==> config.mk <==
export PLATFORM = sky130hd
export DESIGN_NAME = mse_exec
export DESIGN_NICKNAME = d
export VERILOG_FILES = /design/src/rtl/core/mse_pkg.sv /design/src/rtl/core/mse_exec.sv
export SDC_FILE = /design/constraint.sdc
export NUM_CORES = 1
export LEC_CHECK = 0
export ABC_CLOCK_PERIOD_IN_PS = 2390
export BUFFER_PORTS_ARGS = -buffer_cell sky130_fd_sc_hd__buf_4
export CAP_MARGIN = 40
export CORE_AREA = 2 2 122 124
export DETAILED_ROUTE_END_ITERATION = 10
export DIE_AREA = 0 0 124 126
export GPL_TIMING_DRIVEN = 0
export PLACE_DENSITY_LB_ADDON = 0.08
export SKIP_LAST_GASP = 1
export SYNTH_ARGS = -nofsm -noshare
export SYNTH_HDL_FRONTEND = slang
export SYNTH_SLANG_ARGS = --single-unit
==> constraint.sdc <==
create_clock -name vclk -period 2.39
set_clock_uncertainty 0.2 [all_clocks]
set_input_delay 0 -clock vclk [all_inputs]
set_output_delay 0 -clock vclk [all_outputs]
set_load 0.1 [all_outputs]
==> src/rtl/core/mse_pkg.sv <==
// Shared types, codes and helpers for the multi-stack engine.
`timescale 1ns / 1ps
`default_nettype none
package mse_pkg;

	localparam int HANDLE_W  = 4;
	localparam int VALUE_W   = 64;
	localparam int BCNT_W    = 4;
	localparam int DEPTH_W   = 7;
	localparam int MAX_BYTES = 8;

	typedef enum logic [1:0] {
		REQ_NEW  = 2'd0,
		REQ_FREE = 2'd1,
		REQ_PUSH = 2'd2,
		REQ_POP  = 2'd3
	} req_kind_t;

	typedef enum logic [2:0] {
		ST_OK         = 3'd0,
		ST_BAD_HANDLE = 3'd1,
		ST_BAD_SIZE   = 3'd2,
		ST_EMPTY      = 3'd3,
		ST_FULL       = 3'd4,
		ST_NO_HANDLE  = 3'd5
	} status_t;

	typedef struct packed {
		req_kind_t           req_type;
		logic [HANDLE_W-1:0] handle;
		logic [VALUE_W-1:0]  push_value;
		logic [BCNT_W-1:0]   byte_count;
	} req_t;

	typedef struct packed {
		status_t             status;
		logic [HANDLE_W-1:0] new_handle;
		logic [VALUE_W-1:0]  popped_value;
		logic [BCNT_W-1:0]   popped_bytes;
		logic [DEPTH_W-1:0]  stack_depth;
		logic                handle_invalid;
	} rsp_t;

	typedef struct packed {
		logic [BCNT_W-1:0]  size;
		logic [VALUE_W-1:0] value;
	} entry_t;

	localparam int ENTRY_W = $bits(entry_t);

	typedef struct packed {
		logic grant;
		logic release_stack;
		logic count_we;
	} tbl_cmd_t;

	function automatic logic [VALUE_W-1:0] byte_mask(input logic [BCNT_W-1:0] n);
		logic [VALUE_W-1:0] m;
		m = '0;
		for (int i = 0; i < MAX_BYTES; i++) begin
			if (BCNT_W'(i) < n) begin
				m[8*i +: 8] = 8'hFF;
			end
		end
		return m;
	endfunction

endpackage
`default_nettype wire

==> src/rtl/core/mse_exec.sv <==
// Request decision: status, result fields and state updates for one transaction.
`timescale 1ns / 1ps
`default_nettype none
module mse_exec #(
	parameter int MAX_STACKS = 16,
	parameter int MAX_DEPTH  = 64,
	localparam int UW = $clog2(MAX_STACKS + 1),
	localparam int CW = $clog2(MAX_DEPTH + 1)
) (
	input  wire mse_pkg::req_t     req,
	input  wire logic [CW-1:0]     cnt,
	input  wire mse_pkg::entry_t   top,
	input  wire logic              handle_ok,
	input  wire logic [UW-1:0]     used,
	output mse_pkg::rsp_t          rsp,
	output mse_pkg::tbl_cmd_t      cmd,
	output logic      [CW-1:0]     new_count,
	output logic                   push_we,
	output mse_pkg::entry_t        push_word
);

	logic size_ok;
	logic full;
	logic grant_ok;

	assign size_ok  = (req.byte_count != '0) &&
	                  (req.byte_count <= mse_pkg::BCNT_W'(mse_pkg::MAX_BYTES));
	assign full     = cnt >= CW'(MAX_DEPTH);
	assign grant_ok = used < UW'(MAX_STACKS);

	assign push_word.size  = req.byte_count;
	assign push_word.value = req.push_value & mse_pkg::byte_mask(req.byte_count);

	always_comb begin
		rsp       = '0;
		rsp.status = mse_pkg::ST_OK;
		cmd       = '0;
		new_count = cnt;
		push_we   = 1'b0;
		if (req.req_type != mse_pkg::REQ_NEW && !handle_ok) begin
			rsp.status         = mse_pkg::ST_BAD_HANDLE;
			rsp.handle_invalid = 1'b1;
		end else begin
			unique case (req.req_type)
				mse_pkg::REQ_NEW: begin
					new_count = '0;
					if (grant_ok) begin
						cmd.grant      = 1'b1;
						rsp.new_handle = mse_pkg::HANDLE_W'(used);
					end else begin
						rsp.status         = mse_pkg::ST_NO_HANDLE;
						rsp.handle_invalid = 1'b1;
					end
				end
				mse_pkg::REQ_FREE: begin
					cmd.release_stack  = 1'b1;
					cmd.count_we       = 1'b1;
					new_count          = '0;
					rsp.handle_invalid = 1'b1;
				end
				mse_pkg::REQ_PUSH: begin
					priority if (!size_ok) begin
						rsp.status = mse_pkg::ST_BAD_SIZE;
					end else if (full) begin
						rsp.status = mse_pkg::ST_FULL;
					end else begin
						push_we      = 1'b1;
						cmd.count_we = 1'b1;
						new_count    = cnt + CW'(1);
					end
				end
				mse_pkg::REQ_POP: begin
					priority if (!size_ok) begin
						rsp.status = mse_pkg::ST_BAD_SIZE;
					end else if (cnt == '0) begin
						rsp.status = mse_pkg::ST_EMPTY;
					end else if (top.size != req.byte_count) begin
						rsp.status = mse_pkg::ST_BAD_SIZE;
					end else begin
						rsp.popped_value = top.value;
						rsp.popped_bytes = req.byte_count;
						cmd.count_we     = 1'b1;
						new_count        = cnt - CW'(1);
					end
				end
			endcase
			rsp.stack_depth = mse_pkg::DEPTH_W'(new_count);
		end
	end

endmodule
`default_nettype wire

==> Yosys cells after proc, flatten, opt, wreduce, memory -nomap -nowiden <==
Cells that the tools add are included.
{ "totals": {"reg_bits": 0, "in_bits": 155, "out_inout_bits": 162, "elab_cells": 71} }
{ "classes": {"add_sub_neg": 2, "order_cmp": 11, "n_eq_ne": 4, "n_mux": 45, "bitwise_logic": 1, "n_reduce_logical": 8} }
{ "ops": {"columns": ["cell", "count"], "rows": [
  ["$mux W68", 4],
  ["$mux W79", 1],
  ["$and A64 B64 Y64", 1],
  ["$mux W8", 8],
  ["$mux W7", 6],
  ["$pmux W7 S3", 1],
  ["$lt A3 B4 Y1 const A", 4],
  ["$mux W3", 5],
  ["$mux W1", 12],
  ["$pmux W3 S3", 1],
  ["$lt A1 B4 Y1 const A", 2],
  ["$lt A2 B4 Y1 const A", 2],
  ["$mux W4", 2],
  ["$add A7 B1 Y7 const B", 1],
  ["$ge A7 B7 Y1 const B", 1],
  ["$logic_not A7 Y1", 1],
  ["$sub A7 B1 Y7 const B", 1],
  ["$mux W2", 3],
  ["$lt A5 B5 Y1 const B", 1],
  ["$eq A2 B2 Y1 const B", 2],
  ["$le A4 B4 Y1 const B", 1],
  ["$ne A4 B4 Y1", 1],
  ["$reduce_bool A4 Y1", 1],
  ["$pmux W1 S3", 1],
  ["other kinds (7)", 8]
]} }

==> Longest topological paths before layout <==
{ "logic_depth": {"depth_word": 6, "ltp_mapped": 9, "depth_no_buf": 7} }

==> Least setup slack after synthesis <==
Ideal clock, no wire load.
{ "synth_path": {"path_type": "input to output", "start": "input req[73] in the netlist's numbering", "end": "output rsp[0] in the netlist's numbering", "arrival_ns": 3.746, "t_required_ns": 2.190, "path_slack_ns": -1.556, "cell_stages": 3, "n_path_buf": 1, "path_cell_list": "clkbuf_8 -> nor3_1 -> a21oi_1"} }
{ "synth_rtl": {"columns": ["item", "line", "rtl"], "rows": [
  ["start, declared", "mse_exec.sv:10", "input wire mse_pkg::req_t req,"],
  ["end, declared", "mse_exec.sv:15", "output mse_pkg::rsp_t rsp,"]
]} }

==> flow_summary.yaml <==
run_status:
  status: "completed"
place:
  detailed_place_hpwl_mm: 12.0
  placed_area_um2: 4670
  port_buffers: 310
  gp_congestion: 0.917
sta:
  max_freq_mhz: 422
  worst_hold_slack_ns: 0.183
  min_period_over_period_pct: 99.2
  final-hold-violation-count: 0
  worst_pin_slew_ns: 0.854
  grt_setup_unrepaired: "true"
  drv_slew: 0
  period_needed_ns: 2.37
  slew_headroom_pct: 42.7
  setup_violations: 0
power_and_ir_drop:
  p_leak_nw: 2.48
  power_density_nw_per_um2: 282
  peakVddDrop_uv: 197
clock_tree:
  cts_hold_buffers: 0
worst_setup_path:
  crit_type: "primary input to output pin"
  start_kind: "primary input"
  worstPathMaxFanout: 6
  cp-startpoint: "req[0]"
  cp-end-kind: "output pin"
  crit_end: "rsp[3]"
  cp.arrival_ns: 2.17
  crit_required_ns: 2.19
detailed_routing:
  drt_pass1_iterations: 4
  wire_per_inst_um: 17.2
  drtIter0Drc: 127
  via_count: 3378
  viasPerCell: 4.21
  postRouteAntennaNets: 0
  drc_errors: 0
  wirelength_mm: 13.8
layout:
  clock_buffers: 0
  utilization_pct: 35.4
  fin_nets: 779
  layout.area.seq_um2: 0
  area_growth_pct: 160
  fin_area_um2: 5060
  drive_above_1_share_pct: 63.5
  diodes: 0
  nFlopsAndLatches: 0
die:
  dieArea_um2: 15600
  pin_count: 317
  die_x_um: 124
  dieHeight_um: 126
  initial_core_util_pct: 13.6
  coreArea_um2: 14300
  rows: 44
yosys:
  ys_types: 55
  synthesis.nets: 463
  synth_area_um2: 1950
  seq_area_frac_synth_pct: 0
  yosysWarnings: 0
  syn_area_per_cell_um2: 6.38
  netlist_instances: 305
global_routing:
  grt_pass1_wl_mm: 19.9
  grt_antenna_before_repair: 0
  grt_start_max_net_pins: 11
  grt_pass1_vias: 3434
  grt_overflow: 0
  grt_use_total_pct: 16.3
run:
  cap_violations: 0
hold_path:
  hold_class: "primary input to output pin"
[what timing repair did]
action | 4_1_cts | 5_1_grt
pin swaps | 0 | 7
gates cloned | 0 | 0
setup endpoints to repair | 70 | 73
gates resized for setup | 43 | 52
buffers inserted | 0 | 4
[cell type report]
class | count | area (µm²)
inverters | 5 | 18.8
repair buffers | 314 | 2610
fillers | 1568 | 9250
well taps | 184 | 230
multi-input cells | 276 | 2020
plain buffers | 24 | 186
[worst max-delay path: stages]
cell and delay [ns]:
buf_4 0.12, or3_1 0.43, or3_1 0.39, clkbuf_1 0.21, a21boi_0 0.30, a221oi_2 0.17
a211oi_4 0.23, buf_4 0.32
[logic make-up (layout without fill, tap and decap cells)]
| logic type | Yosys count | after routing | share of synthesized area (%) |
|---|---|---|---|
| adder cells (fa/ha/maj) | 3 | 3 | 1.93 |
| XOR/XNOR | 3 | 3 | 1.35 |
| AND/OR/NAND/NOR | 212 | 212 | 63.4 |
| buffers and inverters | 29 | 343 | 9.58 |
| AO/OA/AOI/OAI | 58 | 58 | 23.7 |
[how the worst min path moves through the flow]
| stage | start | slack, ns | cells past startpoint | end |
|---|---|---|---|---|
| 2_1_floorplan | used[4] | -0.08 | 1 | cmd[2] |
| 3_3_place_gp | used[4] | 0.19 | 3 | cmd[2] |
| 3_5_place_dp | used[4] | 0.18 | 3 | cmd[2] |
| 4_1_cts | used[4] | 0.19 | 3 | cmd[2] |
| 5_1_grt | used[4] | 0.20 | 3 | cmd[2] |
| 6_report | used[4] | 0.18 | 3 | cmd[2] |
[cell usage in the layout, fill, tap and decap left out, drive strengths merged, types with 2 or more instances in the layout]
cell / netlist / routed
buf: 12 / 326
and2: 99 / 99
nor2b: 40 / 40
nor2: 26 / 26
nand2: 16 / 16
clkbuf: 12 / 12
a21oi: 11 / 11
a211oi: 8 / 8
nand3: 7 / 7
nor3: 7 / 7
o21ai: 6 / 6
a31oi: 6 / 6
inv: 5 / 5
o211ai: 4 / 4
nor4: 4 / 4
and3: 4 / 4
a311oi: 4 / 4
or3: 3 / 3
xor2: 3 / 3
o31ai: 3 / 3
ha: 3 / 3
a211o: 2 / 2
or2: 2 / 2
o21bai: 2 / 2
[power breakdown]
group          leakage (nW)  switching [mW]  internal, mW
clock network             0               0             0
registers                 0               0             0
logic                  2.48            1.02         0.411
[synth_stat cells, types with 2 or more instances]
cell type,instances,area [µm²]
and2_1,90,563
nor2_1,24,90.1
buf_4,4,30.0
or3_1,3,18.8
nor2_2,2,12.5
a21oi_1,11,55.1
a211oi_2,3,37.5
xor2_1,3,26.3
clkbuf_8,3,41.3
nor3_1,7,35.0
clkbuf_2,3,15.0
o21ai_0,5,25.0
nand3_1,7,35.0
and2_2,9,67.6
buf_6,3,33.8
o31ai_1,3,22.5
a211o_1,2,17.5
a311oi_1,3,26.3
a31oi_1,5,31.3
o211ai_1,4,30.0
ha_1,3,37.5
inv_1,5,18.8
and3_1,3,18.8
buf_2,5,25.0
nor4_1,4,25.0
a211oi_1,4,30.0
nand2_1,15,56.3
clkbuf_1,6,22.5
nor2b_1,40,250
[per-layer routing]
metal | part of all wire, % | GRT usage [%] | up-vias
li1 | - | - | 1653
met1 | 42 | 21.8 | 1549
met2 | 49 | 28.2 | 162
met3 | 7.0 | 2.54 | 14
met4 | 1.6 | 2.25 | 0
met5 | 0 | 0 | -
[metrics by stage]
stage	cells	total power, mW	setup TNS (ns)	setup slack, ns
floorplan	305	0.986	-5.25	-0.418
finish	803	1.43	0	0.0199
CTS	799	1.42	-0.00875	-0.00875
detailed placement	799	1.40	-18.52	-0.360
global route	803	1.49	-0.0410	-0.0326
global placement	799	1.40	-18.31	-0.366
(Power assumes the default switching activity.)
