--- config.mk ---
export PLATFORM = sky130hd
export DESIGN_NAME = mse_stack_table
export DESIGN_NICKNAME = d
export VERILOG_FILES = /design/src/rtl/core/mse_pkg.sv /design/src/rtl/core/mse_stack_table.sv
export SDC_FILE = /design/constraint.sdc
export NUM_CORES = 1
export LEC_CHECK = 0
export ABC_AREA = 1
export BUFFER_PORTS_ARGS = -buffer_cell sky130_fd_sc_hd__buf_2
export CAP_MARGIN = 10
export CORE_MARGIN = 3
export CORE_UTILIZATION = 35
export CTS_CLUSTER_SIZE = 30
export DETAILED_ROUTE_END_ITERATION = 10
export PLACE_DENSITY = 0.48
export SYNTH_ARGS = -nofsm -noshare
export SYNTH_HDL_FRONTEND = slang
export SYNTH_SLANG_ARGS = --single-unit
--- constraint.sdc ---
create_clock -name clk -period 1.9 [get_ports clk]
set_clock_uncertainty 0.1 [all_clocks]
set_input_delay 0.19 -clock clk [delete_from_list [all_inputs] [get_ports clk]]
set_output_delay 0.19 -clock clk [all_outputs]
set_load 0.02 [all_outputs]
--- src/rtl/core/mse_pkg.sv ---
// Shared types, codes and helpers for the multi-stack engine.
`timescale 1ns / 1ps
`default_nettype none
package mse_pkg;

	localparam int HANDLE_W  = 4;
	localparam int VALUE_W   = 64;
	localparam int BCNT_W    = 4;
	localparam int DEPTH_W   = 7;
	localparam int MAX_BYTES = 8;

	typedef enum logic [1:0] {
		REQ_NEW  = 2'd0,
		REQ_FREE = 2'd1,
		REQ_PUSH = 2'd2,
		REQ_POP  = 2'd3
	} req_kind_t;

	typedef enum logic [2:0] {
		ST_OK         = 3'd0,
		ST_BAD_HANDLE = 3'd1,
		ST_BAD_SIZE   = 3'd2,
		ST_EMPTY      = 3'd3,
		ST_FULL       = 3'd4,
		ST_NO_HANDLE  = 3'd5
	} status_t;

	typedef struct packed {
		req_kind_t           req_type;
		logic [HANDLE_W-1:0] handle;
		logic [VALUE_W-1:0]  push_value;
		logic [BCNT_W-1:0]   byte_count;
	} req_t;

	typedef struct packed {
		status_t             status;
		logic [HANDLE_W-1:0] new_handle;
		logic [VALUE_W-1:0]  popped_value;
		logic [BCNT_W-1:0]   popped_bytes;
		logic [DEPTH_W-1:0]  stack_depth;
		logic                handle_invalid;
	} rsp_t;

	typedef struct packed {
		logic [BCNT_W-1:0]  size;
		logic [VALUE_W-1:0] value;
	} entry_t;

	localparam int ENTRY_W = $bits(entry_t);

	typedef struct packed {
		logic grant;
		logic release_stack;
		logic count_we;
	} tbl_cmd_t;

	function automatic logic [VALUE_W-1:0] byte_mask(input logic [BCNT_W-1:0] n);
		logic [VALUE_W-1:0] m;
		m = '0;
		for (int i = 0; i < MAX_BYTES; i++) begin
			if (BCNT_W'(i) < n) begin
				m[8*i +: 8] = 8'hFF;
			end
		end
		return m;
	endfunction

endpackage
`default_nettype wire

--- src/rtl/core/mse_stack_table.sv ---
// Handle allocation, live flags and per-stack entry counts.
`timescale 1ns / 1ps
`default_nettype none
module mse_stack_table #(
	parameter int MAX_STACKS = 16,
	parameter int MAX_DEPTH  = 64,
	localparam int SIW = (MAX_STACKS > 1) ? $clog2(MAX_STACKS) : 1,
	localparam int UW  = $clog2(MAX_STACKS + 1),
	localparam int CW  = $clog2(MAX_DEPTH + 1)
) (
	input  wire logic                         clk,
	input  wire logic                         arst_n,
	input  wire mse_pkg::tbl_cmd_t            cmd,
	input  wire logic [SIW-1:0]               cmd_idx,
	input  wire logic [CW-1:0]                cmd_count,
	input  wire logic [mse_pkg::HANDLE_W-1:0] chk_handle,
	output logic                              chk_ok,
	output logic      [UW-1:0]                used,
	input  wire logic [mse_pkg::HANDLE_W-1:0] look_handle,
	output logic      [CW-1:0]                look_count
);

	localparam int HCW = (UW > mse_pkg::HANDLE_W) ? UW : mse_pkg::HANDLE_W;

	logic [UW-1:0]         used_q;
	logic [MAX_STACKS-1:0] live_q;
	logic [CW-1:0]         count_q [MAX_STACKS];
	logic [SIW-1:0]        look_idx;

	assign used     = used_q;
	assign chk_ok   = (HCW'(chk_handle) < HCW'(used_q)) && live_q[SIW'(chk_handle)];
	assign look_idx = SIW'(look_handle);

	// forward the count being committed this cycle
	assign look_count = (cmd.count_we && (cmd_idx == look_idx)) ? cmd_count
	                                                           : count_q[look_idx];

	always_ff @(posedge clk or negedge arst_n) begin
		if (!arst_n) begin
			used_q <= '0;
			live_q <= '0;
			for (int i = 0; i < MAX_STACKS; i++) begin
				count_q[i] <= '0;
			end
		end else begin
			if (cmd.grant) begin
				used_q                <= used_q + UW'(1);
				live_q[SIW'(used_q)]  <= 1'b1;
			end
			if (cmd.release_stack) begin
				live_q[cmd_idx] <= 1'b0;
			end
			if (cmd.count_we) begin
				count_q[cmd_idx] <= cmd_count;
			end
		end
	end

endmodule
`default_nettype wire

# ---- After elaboration in Yosys (flattened, before gate mapping)
# Index checks and enable logic that the tools add are counted.
dict set report word_totals {
  reg_bits 133
  inputBits 24
  out_inout_bits 13
  elab_cells 54
}
dict set report op_classes {
  addsub 1
  n_lt_le_gt_ge 9
  eq_ne 1
  muxes 15
  bitwise 5
  reduce_logical 5
}
# cell n
set op_table {}
lappend op_table {{$bwmux W112} 1}
lappend op_table {{$mux W16} 2}
lappend op_table {{$bmux W7 S4} 1}
lappend op_table {{$demux W7 S4} 1}
lappend op_table {{$mux W7} 4}
lappend op_table {{$and A16 B16 Y16} 1}
lappend op_table {{$not A16 Y16} 1}
lappend op_table {{$or A16 B16 Y16} 1}
lappend op_table {{$lt A4 B5 Y1 const B} 3}
lappend op_table {{$ge A5 B5 Y1 const B} 2}
lappend op_table {{$not A4 Y5} 2}
lappend op_table {{$demux W1 S4} 2}
lappend op_table {{$ge A4 B1 Y1 const B} 2}
lappend op_table {{$add A5 B1 Y5 const B} 1}
lappend op_table {{$logic_and A1 B1 Y1} 5}
lappend op_table {{$lt A4 B5 Y1} 1}
lappend op_table {{$lt A5 B1 Y1 const B} 1}
lappend op_table {{$bmux W1 S4} 1}
lappend op_table {{$eq A4 B4 Y1} 1}
lappend op_table {{$mux W1} 3}

# ---- Longest topological paths before layout
dict set report depth {
  depth_word 8
  mapped_depth 10
}

# ---- Worst setup path after synthesis
# Ideal clock, no wire load.
dict set report synth_path {
  path_kind {register -> output}
  start {register used_q[2], in the netlist used[2]}
  end {output port chk_ok}
  arrival_time_ps 1513
  slack_ps 97
  stages_incl_launch_ff 8
  n_path_buf 0
  cell_sequence {dfrtp_1 > inv_1 > ha_1 > a21oi_1 > o21ai_0 > nor2_1 > nand2_1 > nor2_1}
}
dict set report synth_between {
  elab_chain_cells 2
}
# element line_no
set synth_lines {}
lappend synth_lines {{from (decl)} mse_stack_table.sv:25} ;# logic [UW-1:0] used_q;
lappend synth_lines {{from (signal assigned)} mse_stack_table.sv:47} ;# used_q <= used_q + UW'(1);
lappend synth_lines {{$lt A4 B5 Y1} mse_stack_table.sv:31} ;# assign chk_ok = (HCW'(chk_handle) < HCW'(used_q)) && live_q[SIW'(chk_handle)];
lappend synth_lines {{$logic_and A1 B1 Y1} mse_stack_table.sv:31}
lappend synth_lines {{to (decl)} mse_stack_table.sv:17} ;# output logic chk_ok,
# Every way passes these cells.

# ---- Final worst setup path
# Ends and elaborated chain as after synthesis.

==> results.ini <==
[run_status]
run_status = finished, violations left
violations = setup timing

[floorplan]
coreArea_mm2 = 0.01902
die_w_um = 146.1
row_count = 50
start_util_pct = 36.12
die_h_um = 146.1
ios = 37
dieArea_mm2 = 0.02134

[sta]
worst_hold_slack_ns = 0.01627
rsz0062_at_grt = yes
worst_slew_pin_slew_ns = 0.5775
maxSlewHeadroom_pct = 61.41
finalSetupTns_ns = -0.01927
finalMaxSlewViolations = 0
fin_crit_sh_pct = 101.0
finalHoldViolCount = 0
timing.final.ws_setup_ns = -0.01927
period_minus_slack_ns = 1.919
setup_violations = 1
fmax_mhz = 521.0

[clock_network]
clock_latency_ns = 0.42
clkSinkCount = 133
cts_buffer_depth = 2
cts_buffers = 17
clkSlewWorstSetupHoldPaths_ns = 0.06
clock-root-buffer = clkbuf_16
cts_tree = done
ctsHtreeMaxLevel = 4

[setup_path]
slowest_delay_ns = 0.39
startpoint = used[2]
crit_chain = inv_2 > ha_4 > a21oi_2 > o21ai_1 > nor2_1 > nand2_1 > nor2_1 > buf_4
critPathArrivalTime_ns = 1.63
cp_num_buf_inv = 2
path_class = reg2out
critPathTopFamily = flip-flops
endpoint_kind = output port
crit_path_start_kind = flop
reg2reg_from = used[0]
cp.required_ns = 1.61
slowest_stage = dfrtp_1
cp_max_fo = 2
cp_common_cell = nor2_1

[power]
swShare_pct = 32.39
seq_power_share_pct = 38.9
pwr-share-clk_pct = 34.8
power.density_mw_per_mm2 = 1166
p_comb_share_pct = 26.3
p_leak_nw = 4.420
internal-power_mw = 6.828
p_total_mw = 10.10
switchingPower_mw = 3.271
vdd_drop_max_v = 0.0006057

[detailed_routing]
vias = 6118
totalWireLength_um = 21210
drtPass1Iterations = 5
final_antenna_net_count = 0
via_per_inst = 4.795
initialDrtViolationCount = 361
wl_per_cell_um = 16.62
drc = 0

[final_layout]
diodes = 0
finish.utilization_pct = 45.54
drive_gt1_share_pct = 21.46
fillCellCount = 1967
area_growth_pct = 26.08
fin_nets = 1035

[placement]
dp_hpwl_um = 14130
place_congestion = 0.8617
dp_worst_setup_slack_ns = 0.1334
numPortBuffers = 36

[grt]
gr-total-overflow = 0
grt_pass1_vias = 5848
grt_pass1_wl_um = 33690
grt_max_degree = 57
antenna_found_initial = 0
grt_use_total_pct = 20.23

[yosys]
ys_seq_area_share_pct = 48.45
synth_warnings = 0
syn_avg_cell_area_um2 = 7.261
synth_cell_types = 22
synth-seq-cells = 133
synth_area_mm2 = 0.006869
synth_cells = 946
synth_fp_nets = 977

[min_path]
min_from = cmd[2]
hold_class = in2reg

[flow_run]
max_cap_viol_count = 0

==> per-layer routing <==
layer	GRT usage [%]	routed length [um]	vias to the layer above
met1	28.73	10190	2927
li1	-	-	3072
met5	0	0	-
met4	5.174	243	0
met2	31.59	9955	101
met3	4.438	816	18
==> what timing repair did <==
action | CTS | global route
gates resized for setup | 12 | 89
hold endpoints to repair | 119 | 0
hold buffers | 1 | 0
endpoints found under the setup margin | 5 | 8
pin swaps | 3 | 29
buffers inserted | 6 | 8
==> metrics by stage <==
step / instance area, um^2 / std cells
after detailed placement: 7537 / 1230
after floorplan: 6869 / 946
after global placement: 7537 / 1230
final: 8661 / 1276
after CTS: 8264 / 1268
after global routing: 8661 / 1276
==> registers in the layout, indices dropped and copies added (netlist names) <==
register	cells
count_q	112
used	5
live_q	16
==> synthesized netlist by cell type <==
master    instances  area (um^2)
nor2_2            6        37.54
nor2_1           18        67.56
inv_1           133        499.2
o22ai_1           2        12.51
inv_2             4        15.01
dfrtp_1         133         3328
buf_2            26        130.1
a21oi_1           6        30.03
nand3_1         102        510.5
nand2_1         332         1246
nand3_2           1        10.01
o21ai_2           1        8.760
a31oi_1           4        25.02
o21ai_1          66        330.3
ha_1              7        87.58
buf_1             2        7.510
a21oi_2           1        8.760
nand4_1           9        56.30
clkbuf_1         23        86.33
nand3b_1          1        7.510
xor2_1            5        43.79
o21ai_0          64        320.3
==> cells by family (layout without fill, tap and decap cells) <==
family | Yosys count | in the layout | synth area share (%)
DFF | 133 | 133 | 48.45
buffers and inverters | 188 | 258 | 10.75
AOI/OAI and AO/OA | 144 | 144 | 10.71
adders and majority gates | 7 | 7 | 1.275
and+or+nand+nor | 469 | 469 | 28.18
xor gates and xnor gates | 5 | 5 | 0.6375
==> power groups by stage <==
| stage | combinational [mW] | clock, mW | sequential (mW) |
|---|---|---|---|
| after floorplan | 1.52 | 0 | 3.95 |
| after global placement | 2.29 | 0 | 3.97 |
| after detailed placement | 2.31 | 0 | 3.97 |
| after CTS | 2.48 | 3.58 | 3.92 |
| after global routing | 3.06 | 3.71 | 4.01 |
| final | 2.66 | 3.51 | 3.93 |
==> tightest hold or removal path, delay by kind of cell <==
kind / cells / cell delay, ns
compound gates: 1 / 0.07
buf+inv: 1 / 0.17
simple gates: 1 / 0.07
==> layout make-up <==
| type | instances | area, um^2 | area share, % |
|---|---|---|---|
| Tap cell | 260 | 325.3 | 3.756 |
| Clock inverter | 13 | 181.4 | 2.095 |
| Multi-Input combinational cell | 625 | 3148 | 36.35 |
| Clock buffer | 18 | 439.2 | 5.071 |
| Sequential cell | 133 | 3328 | 38.43 |
| Timing Repair Buffer | 90 | 724.4 | 8.365 |
| Inverter | 137 | 514.2 | 5.938 |
==> final timing paths <==
check / cells past startpoint / end / slack [ns]
worst max-delay path: 8 / chk_ok / -0.02
worst min-delay path: 3 / used[1] / 0.02
worst max register to register: 6 / live_q[6] / 0.46
worst min register to register: 2 / count_q[27] / 0.38
max in group asynchronous: 3 / count_q[2] / 0.94
min in group asynchronous: 2 / used[3] / 0.17
==> cells in the final DEF (no fill, tap or decap) <==
cell type / netlist / final
buf_12: 0 / 7
inv_6: 0 / 1
nand4_1: 9 / 9
a21oi_2: 1 / 3
nand3b_1: 1 / 1
nand3_4: 0 / 1
dfrtp_1: 133 / 133
nor2_1: 18 / 18
a21oi_1: 6 / 4
nor2_2: 6 / 6
o21ai_2: 1 / 1
nand3_2: 1 / 55
nand2_2: 0 / 12
clkinvlp_4: 0 / 5
dlygate4sd3_1: 0 / 1
ha_1: 7 / 5
clkbuf_8: 0 / 1
o21ai_0: 64 / 63
bufinv_16: 0 / 4
a31oi_1: 4 / 4
ha_4: 0 / 2
inv_2: 4 / 18
o22ai_1: 2 / 2
buf_2: 26 / 27
nand2_1: 332 / 320
clkbuf_16: 0 / 17
buf_6: 0 / 7
clkinv_1: 0 / 1
clkinv_2: 0 / 3
o21ai_1: 66 / 67
buf_4: 0 / 48
xor2_1: 5 / 5
nand3_1: 102 / 47
inv_1: 133 / 118
No activity file was read; power rests on OpenSTA's default activity.
